[config.mk]
export PLATFORM = sky130hd
export DESIGN_NAME = x64_hook_length_decoder
export DESIGN_NICKNAME = d
export VERILOG_FILES = /design/src/hdl/hld_pkg.sv /design/src/hdl/hld_step.sv /design/src/hdl/x64_hook_length_decoder.sv
export SDC_FILE = /design/constraint.sdc
export NUM_CORES = 1
export LEC_CHECK = 0
export ABC_AREA = 1
export BUFFER_PORTS_ARGS = -buffer_cell sky130_fd_sc_hd__buf_2
export CAP_MARGIN = 20
export CORE_UTILIZATION = 60
export CTS_CLUSTER_SIZE = 10
export DETAILED_ROUTE_END_ITERATION = 12
export GPL_TIMING_DRIVEN = 0
export HOLD_SLACK_MARGIN = 0.08
export PLACE_DENSITY = 0.77
export SYNTH_ARGS = -nofsm -noshare
export SYNTH_HDL_FRONTEND = slang
export SYNTH_SLANG_ARGS = --single-unit
export TNS_END_PERCENT = 50
[constraint.sdc]
create_clock -name clock -period 4.8 [get_ports clock]
set_input_delay 0.96 -clock clock [delete_from_list [all_inputs] [get_ports clock]]
set_output_delay 0.96 -clock clock [all_outputs]
set_load 0.05 [all_outputs]
[src/hdl/hld_pkg.sv]
// types, constants and length rules shared by the hook length decoder
package hld_pkg;

   localparam int MAX_INSTR_LEN = 15;

   localparam logic [7:0] ESCAPE_BYTE = 8'h0F;
   localparam logic [7:0] ESC_38_BYTE = 8'h38;
   localparam logic [7:0] ESC_3A_BYTE = 8'h3A;

   localparam logic [1:0] STATUS_CONTINUE = 2'd0;
   localparam logic [1:0] STATUS_DONE     = 2'd1;
   localparam logic [1:0] STATUS_FAIL     = 2'd2;
   localparam logic [1:0] STATUS_OVER     = 2'd3;

   typedef enum logic [2:0] {
      PH_IDLE,
      PH_PREFIX,
      PH_ESC,
      PH_ESC3,
      PH_MODRM,
      PH_SKIP
   } phase_type;

   typedef struct packed {
      phase_type  phase;
      logic [3:0] rex;
      logic [7:0] opcode;
      logic [5:0] byte_count;
      logic [4:0] skip;
      logic [6:0] total;
   } decode_state_type;

   typedef struct packed {
      logic       valid;
      logic [5:0] instr_length;
      logic [6:0] total_length;
      logic [1:0] status;
   } result_type;

   function automatic logic is_prefix(input logic [7:0] b);
      logic r;
      r = (b inside {8'hF0, 8'hF2, 8'hF3, 8'h2E, 8'h36, 8'h3E, 8'h26,
                     8'h64, 8'h65, 8'h66, 8'h67, [8'h40:8'h4F]});
      return r;
   endfunction

   function automatic logic one_byte_has_modrm(input logic [7:0] op);
      logic r;
      r = ((op <= 8'h3F) && (op[2] == 1'b0)) ||
          (op inside {[8'h80:8'h8F], [8'hC0:8'hC1], [8'hC6:8'hC7],
                      [8'hD0:8'hD3], [8'hF6:8'hF7], [8'hFE:8'hFF]});
      return r;
   endfunction

   function automatic logic [3:0] imm_bytes(input logic [7:0] op, input logic rex_w);
      logic [3:0] r;
      r = 4'd0;
      if (op inside {[8'h80:8'h82]}) begin
         r = 4'd4;
      end else if (op == 8'h83) begin
         r = 4'd1;
      end else if (op inside {[8'hB8:8'hBF]}) begin
         r = rex_w ? 4'd8 : 4'd4;
      end else if (op inside {[8'hB0:8'hB7]}) begin
         r = 4'd1;
      end else if (op inside {[8'hA0:8'hA3]}) begin
         r = 4'd8;
      end else if (op == 8'hC7) begin
         r = 4'd4;
      end
      return r;
   endfunction

endpackage

[src/hdl/hld_step.sv]
// per-byte decode step: next decoder state and the result for one code byte
module hld_step #(
   parameter int HOOK_LIMIT = 64
) (
   input  hld_pkg::decode_state_type state_cur,
   input  logic [7:0]                code_byte,
   input  logic                      start_req,
   input  logic [6:0]                min_bytes,
   output hld_pkg::decode_state_type state_next,
   output hld_pkg::result_type       result
);
   import hld_pkg::*;

   decode_state_type base;
   phase_type        phase_in;
   logic             zero_target;
   logic [5:0]       cnt;
   logic             pfx;
   logic             rex_pfx;
   logic             esc3_byte;
   logic             opc_path;
   logic             needs_modrm;
   logic [3:0]       opc_imm;
   logic [1:0]       mod_f;
   logic [2:0]       rm_f;
   logic [4:0]       extra;
   logic [4:0]       skip_dec;
   logic [4:0]       skip_load;
   logic             done;
   logic             overflow;
   logic             long_instr;
   logic [6:0]       sum;
   logic [6:0]       new_total;
   logic [1:0]       fin_status;
   logic             go_idle;

   // a start clears the scan before the byte is decoded
   always_comb begin
      base = state_cur;
      if (start_req) begin
         base       = '0;
         base.phase = PH_PREFIX;
      end
      zero_target = start_req && (min_bytes == 7'd0);
   end

   always_comb begin
      cnt         = base.byte_count + 6'd1;
      pfx         = is_prefix(code_byte);
      rex_pfx     = (code_byte[7:4] == 4'h4);
      esc3_byte   = (code_byte == ESC_38_BYTE) || (code_byte == ESC_3A_BYTE);
      mod_f       = code_byte[7:6];
      rm_f        = code_byte[2:0];
      opc_imm     = imm_bytes(code_byte, base.rex[3]);
      needs_modrm = (base.phase != PH_PREFIX) || one_byte_has_modrm(code_byte);
      opc_path    = ((base.phase == PH_PREFIX) && !pfx && (code_byte != ESCAPE_BYTE)) ||
                    ((base.phase == PH_ESC) && !esc3_byte) ||
                    (base.phase == PH_ESC3);

      // sib, displacement and immediate after modrm
      extra = 5'd0;
      if ((mod_f != 2'd3) && (rm_f == 3'd4)) begin
         extra = extra + 5'd1;
      end
      if (mod_f == 2'd1) begin
         extra = extra + 5'd1;
      end else if ((mod_f == 2'd2) || ((mod_f == 2'd0) && (rm_f == 3'd5))) begin
         extra = extra + 5'd4;
      end
      extra = extra + {1'b0, imm_bytes(base.opcode, base.rex[3])};

      skip_dec = (base.skip == 5'd0) ? 5'd0 : base.skip - 5'd1;

      done      = 1'b0;
      overflow  = 1'b0;
      skip_load = 5'd0;
      case (base.phase)
         PH_PREFIX: begin
            overflow = pfx && (cnt > 6'(MAX_INSTR_LEN));
         end
         PH_MODRM: begin
            done      = (extra == 5'd0);
            skip_load = extra;
         end
         PH_SKIP: begin
            done      = (skip_dec == 5'd0);
            skip_load = skip_dec;
         end
         default: begin
         end
      endcase
      if (opc_path && !needs_modrm) begin
         done      = (opc_imm == 4'd0);
         skip_load = {1'b0, opc_imm};
      end
      if (zero_target) begin
         done     = 1'b0;
         overflow = 1'b0;
      end

      long_instr = (cnt > 6'(MAX_INSTR_LEN));
      sum        = base.total + {1'b0, cnt};
      new_total  = long_instr ? base.total : sum;
      if (long_instr) begin
         fin_status = STATUS_FAIL;
      end else if (sum > 7'(HOOK_LIMIT)) begin
         fin_status = STATUS_OVER;
      end else if (sum >= min_bytes) begin
         fin_status = STATUS_DONE;
      end else begin
         fin_status = STATUS_CONTINUE;
      end
      go_idle = zero_target || overflow || (done && (fin_status != STATUS_CONTINUE));
   end

   // next phase
   always_comb begin
      if (go_idle) begin
         phase_in = PH_IDLE;
      end else if (done) begin
         phase_in = PH_PREFIX;
      end else begin
         case (base.phase)
            PH_IDLE:   phase_in = PH_IDLE;
            PH_PREFIX: begin
               if (pfx) begin
                  phase_in = PH_PREFIX;
               end else if (code_byte == ESCAPE_BYTE) begin
                  phase_in = PH_ESC;
               end else if (needs_modrm) begin
                  phase_in = PH_MODRM;
               end else begin
                  phase_in = PH_SKIP;
               end
            end
            PH_ESC:    phase_in = esc3_byte ? PH_ESC3 : PH_MODRM;
            PH_ESC3:   phase_in = PH_MODRM;
            PH_MODRM:  phase_in = PH_SKIP;
            PH_SKIP:   phase_in = PH_SKIP;
            default:   phase_in = base.phase;
         endcase
      end
   end

   // state fields and result
   always_comb begin
      state_next = base;
      result     = '0;
      if (zero_target) begin
         state_next = '0;
         result.valid  = 1'b1;
         result.status = STATUS_DONE;
      end else if (overflow || done) begin
         state_next       = '0;
         state_next.total = overflow ? base.total : new_total;
         result.valid        = 1'b1;
         result.instr_length = overflow ? 6'd0 : cnt;
         result.total_length = overflow ? base.total : new_total;
         result.status       = overflow ? STATUS_FAIL : fin_status;
      end else if (base.phase != PH_IDLE) begin
         state_next.byte_count = cnt;
         if ((base.phase == PH_PREFIX) && pfx && rex_pfx) begin
            state_next.rex = code_byte[3:0];
         end
         if (opc_path) begin
            state_next.opcode = code_byte;
         end
         state_next.skip = skip_load;
      end
      state_next.phase = phase_in;
   end

endmodule

[src/hdl/x64_hook_length_decoder.sv]
// top level of the x64 hook length decoder
// Code bytes arrive on the req_ channel (req_valid/req_ready), one per
// transaction, with req_start_req set on the byte that opens a new scan.
// A result transaction on the rsp_ channel is produced only on a byte that
// ends an instruction or ends the scan: instruction length, running total
// and status (continuing, target reached, decode failed, over limit).
// After any status other than continuing the decoder ignores bytes until
// the next start.
// csr_ writes set the target byte count; csr_ready is always high and
// writes are expected only while no transaction is in flight.
// An accepted byte sits in the input register, then one decode pass writes the
// result register. Throughput: one byte per cycle while the result register
// is not stalled, set by the combinational decode step that carries the state.
// When rsp_ready is low the result register holds its transaction and
// req_ready drops once the input register is also occupied.
// Reset (synchronous, active high) returns the decoder to idle, clears the
// running total and restores the target to 14.
module x64_hook_length_decoder #(
   parameter int HOOK_LIMIT = 64
) (
   input  logic       clock,
   input  logic       reset,
   input  logic       req_valid,
   output logic       req_ready,
   input  logic [7:0] req_code_byte,
   input  logic       req_start_req,
   output logic       rsp_valid,
   input  logic       rsp_ready,
   output logic [5:0] rsp_instr_length,
   output logic [6:0] rsp_total_length,
   output logic [1:0] rsp_status,
   input  logic       csr_valid,
   output logic       csr_ready,
   input  logic [6:0] csr_min_bytes
);
   import hld_pkg::*;

   logic             in_valid_ff;
   logic [7:0]       in_code_byte_ff;
   logic             in_start_ff;
   decode_state_type state_ff;
   decode_state_type state_in;
   result_type       step_result;
   logic [6:0]       min_bytes_ff;
   logic             rsp_valid_ff;
   logic [5:0]       rsp_instr_length_ff;
   logic [6:0]       rsp_total_length_ff;
   logic [1:0]       rsp_status_ff;
   logic             advance;

   assign advance   = in_valid_ff && (!rsp_valid_ff || rsp_ready);
   assign req_ready = !in_valid_ff || advance;
   assign csr_ready = 1'b1;

   hld_step #(
      .HOOK_LIMIT(HOOK_LIMIT)
   ) u_step (
      .state_cur (state_ff),
      .code_byte (in_code_byte_ff),
      .start_req (in_start_ff),
      .min_bytes (min_bytes_ff),
      .state_next(state_in),
      .result    (step_result)
   );

   // input register
   always_ff @(posedge clock) begin
      if (reset) begin
         in_valid_ff <= 1'b0;
      end else if (req_ready) begin
         in_valid_ff <= req_valid;
      end
      if (req_valid && req_ready) begin
         in_code_byte_ff <= req_code_byte;
         in_start_ff     <= req_start_req;
      end
   end

   // decoder state and target register
   always_ff @(posedge clock) begin
      if (reset) begin
         state_ff     <= '0;
         min_bytes_ff <= 7'd14;
      end else begin
         if (advance) begin
            state_ff <= state_in;
         end
         if (csr_valid && csr_ready) begin
            min_bytes_ff <= csr_min_bytes;
         end
      end
   end

   // result register
   always_ff @(posedge clock) begin
      if (reset) begin
         rsp_valid_ff <= 1'b0;
      end else if (advance) begin
         rsp_valid_ff <= step_result.valid;
      end else if (rsp_ready) begin
         rsp_valid_ff <= 1'b0;
      end
      if (advance && step_result.valid) begin
         rsp_instr_length_ff <= step_result.instr_length;
         rsp_total_length_ff <= step_result.total_length;
         rsp_status_ff       <= step_result.status;
      end
   end

   assign rsp_valid        = rsp_valid_ff;
   assign rsp_instr_length = rsp_instr_length_ff;
   assign rsp_total_length = rsp_total_length_ff;
   assign rsp_status       = rsp_status_ff;

endmodule
==> run_results.csv <==
group,metric,value,unit
worst_hold_path,hold_class,"register to register",
power_and_ir_drop,p_leak,2.26,nW
detailed_routing,drc,0,
placed_design,dp_cells,745,
global_route,grt_pass1_wl,17.3,mm
placed_design,place_hpwl,8.21,mm
yosys,ys_seq_elements,63,
detailed_routing,via_per_inst,5.49,
critical_path,critPathMostFrequentCell,"nand2_1",
sta,slew-limit-headroom,55.2,%
critical_path,timing.rr.start,"in_start_ff",
clock_network,cts_max_level,3,
critical_path,cp_slowest_cell,"edfxtp_1",
critical_path,crit_path_max_fanout,10,
power_and_ir_drop,ir_drop,0.187,mV
yosys,yosysTopAreaCell,"dfxtp_1",
clock_network,cts_hold_buffers,0,
detailed_routing,vias,4175,
power_and_ir_drop,p_per_area,272,mW/mm²
floorplanning,core-area,0.00691,mm²
finish,area_delta_synth_final,11.6,%
global_route,grt.total_usage,29.6,%
status,status,"completed",
yosys,synth.cell_area,0.00436,mm²
yosys,yosysTopAreaCellShare,17.9,%
clock_network,cts_tree,"done",
job,cap_violations,0,
detailed_routing,routedWlPerCell,13.9,µm
yosys,syn_area_per_cell,7.11,µm²
critical_path,r2r_cells,24,
floorplanning,dieArea,0.00761,mm²
placed_design,numPortBuffers,36,
yosys,synth-edff-count,24,
floorplanning,initial_core_util,63.1,%
yosys,seq_area_frac_synth,34.5,%
sta,drv_slew,0,
finish,antenna_cells,0,
critical_path,crit_end,"state_ff[30]",
yosys,synthTopCellsByArea,"dfxtp_1 18%, edfxtp_1 17%, nand2_1 14%, inv_1 5.8%, ha_1 5.7%",
floorplanning,die_h,87.2,µm
yosys,synth_most_common_cell,"nand2_1",
sta,fin_worst_skew,0.0133,ns
clock_network,clk_pin_slew,0.07,ns
yosys,synthTopCellsByCount,"161 x nand2_1, 67 x inv_1, 47 x nand3_1, 46 x nor2_1, 39 x dfxtp_1",
sta,hold_violations,0,
critical_path,required,5.08,ns
global_route,grt_max_degree,16,
sta,setup_viol,0,
clock_network,clkLatencyLatePin,0.34,ns
clock_network,cts_num_sinks,63,
critical_path,r2r_slack,0.52,ns
detailed_routing,ant_nets,0,
placed_design,routabilityCongestion,0.929,
yosys,synthDistinctLibCells,47,
sta,clock.fmax,234,MHz
global_route,grt.overflow.total,0,
sta,min_period_over_period,89.1,%
floorplanning,die_w,87.2,µm
detailed_routing,drtIter0Drc,301,
yosys,netlist_instances,613,
critical_path,critical_path_arrival,4.56,ns
critical_path,crit_start,"in_start_ff",
detailed_routing,drt-pass1-iter-count,5,
clock_network,cts_buffers,9,
critical_path,cp_cell_sequence,"inv_2 -> buf_6 -> buf_6 -> clkbuf_1 -> nand2_1 -> inv_1 -> ha_1 -> inv_1 -> fa_1 -> nand3b_1 -> nand2_1 -> nand2_1 -> nand2_1 -> nand2_1 -> nand2_1 -> xnor2_1 -> ha_1 -> a21oi_1 -> o21a_1 -> o211a_1 -> nand3_1 -> nand3_1 -> nand3_1 -> a21oi_1",
sta,tightest_slew,0.672,ns
yosys,ys_async_sr_fraction,0,%
sta,min_period,4.28,ns
yosys,ys_warn_count,0,
clock_network,cts_root_buf,"clkbuf_8",
critical_path,r2r-end,"state_ff[30]",
floorplanning,io_pins,39,
sta,rsz0062_at_grt,"false",
finish,layout-drive-gt1-share,17.6,%
power_and_ir_drop,power,0.00132,W
yosys,synth_nets,656,
global_route,antenna_found_initial,0,
floorplanning,rows,30,
clock_network,post-cts-setup-buffer-count,0,
critical_path,critPathCaptureType,"register",
clock_network,clockBufferDepth,2,
critical_path,setup.worst_path.class,"register to register",
critical_path,cp-start-kind,"register",
global_route,grt_pass1_vias,3876,
sta,fin_tns_setup,0,ns
finish,nets,703,
finish,stdcell_count,761,
clock_network,ctsResizeCount,0,
yosys,ys.flop_type,"dfxtp_1",
detailed_routing,wl,10.6,mm
critical_path,slowest_delay,0.51,ns
==> routing by layer <==
| layer | part of all wire (%) | up-vias | track usage [%] |
|---|---|---|---|
| met1 | 43 | 1879 | 34.3 |
| met5 | 0 | - | 0 |
| met2 | 49 | 135 | 52.7 |
| met3 | 4.6 | 37 | 5.21 |
| li1 | - | 2124 | - |
| met4 | 3.3 | 0 | 14.3 |
==> layout by cell type (no fill, tap or decap), types with 4 or more instances in the layout <==
master    synthesis  layout
edfxtp_1         24      24
nor3_1            8       8
a21oi_1          38      38
nand2_2          16      16
nand4_1          15      15
ha_1             20      20
o21ai_0          38      38
a21oi_2          10      10
nand2_1         161     161
clkbuf_8          0       9
buf_2             2      38
nand3_1          47      47
dfxtp_1          39      39
inv_2            13      13
clkbuf_1         10      13
nor2_1           46      46
inv_1            67      67
nand2_4           4       4
==> flip-flops by register name, indices dropped and copies added, names as in the netlist <==
signal / cells
min_bytes_ff: 7
rsp_total_length: 7
rsp_instr_length: 6
state_ff: 30
in_code_byte_ff: 8
in_start_ff: 1
rsp_valid: 1
rsp_status: 2
in_valid_ff: 1
==> kinds of logic after synthesis <==
family          count (synthesis)  synth area share [%]
simple gates                  315                  33.5
compound gates                107                  14.3
fa+ha+maj                      22                  6.66
other cells                     1                0.0861
buf+inv                        98                  9.36
flops                          63                  34.5
xor+xnor                        7                  1.58
==> final cells by class <==
cell class                      count  area (µm²)
Clock buffer                       12         135
Sequential cell                    63        1500
Inverter                           81         304
Fill cell                         614        2040
Clock inverter                      4        70.1
Timing Repair Buffer               36         180
Multi-Input combinational cell    452        2450
Tap cell                           96         120
Buffer                             17         104
==> metrics by stage <==
stage / instance area (µm²) / utilization [%] / setup slack (ns) / hold slack [ns]
after CTS: 4860 / 70.4 / 0.543 / 0.467
after global placement: 4660 / 67.4 / 0.597 / 0.451
after detailed placement: 4660 / 67.4 / 0.563 / 0.457
after global routing: 4860 / 70.4 / 0.181 / 0.487
final: 4860 / 70.4 / 0.522 / 0.464
after floorplan: 4360 / - / 1.29 / 0.445
==> worst max-delay path: cells and delay by family (launching register included) <==
family,cells,cell delay [ns]
flip-flops,1,0.51
XOR/XNOR,1,0.16
adder cells (fa/ha/maj),3,0.91
buffers and inverters,6,1.12
AO/OA/AOI/OAI,4,0.57
AND/OR/NAND/NOR,10,0.94
==> power by group <==
part / total, W / switching (W) / internal [W] / leakage [nW]
Sequential: 0.000595 / 0.0000184 / 0.000576 / 0.563
Combinational: 0.000225 / 0.000155 / 0.0000706 / 1.60
Clock: 0.000502 / 0.000211 / 0.000292 / 0.104
==> how the worst min path moves through the flow <==
stage                     cells after the start         start           end
after global routing                          2  state_ff[12]  state_ff[12]
after CTS                                     2   state_ff[5]   state_ff[5]
final                                         2   state_ff[5]   state_ff[5]
after floorplan                               2  state_ff[12]  state_ff[12]
after detailed placement                      2   state_ff[5]   state_ff[5]
after global placement                        2   state_ff[6]   state_ff[6]
(Power assumes the default switching activity.)
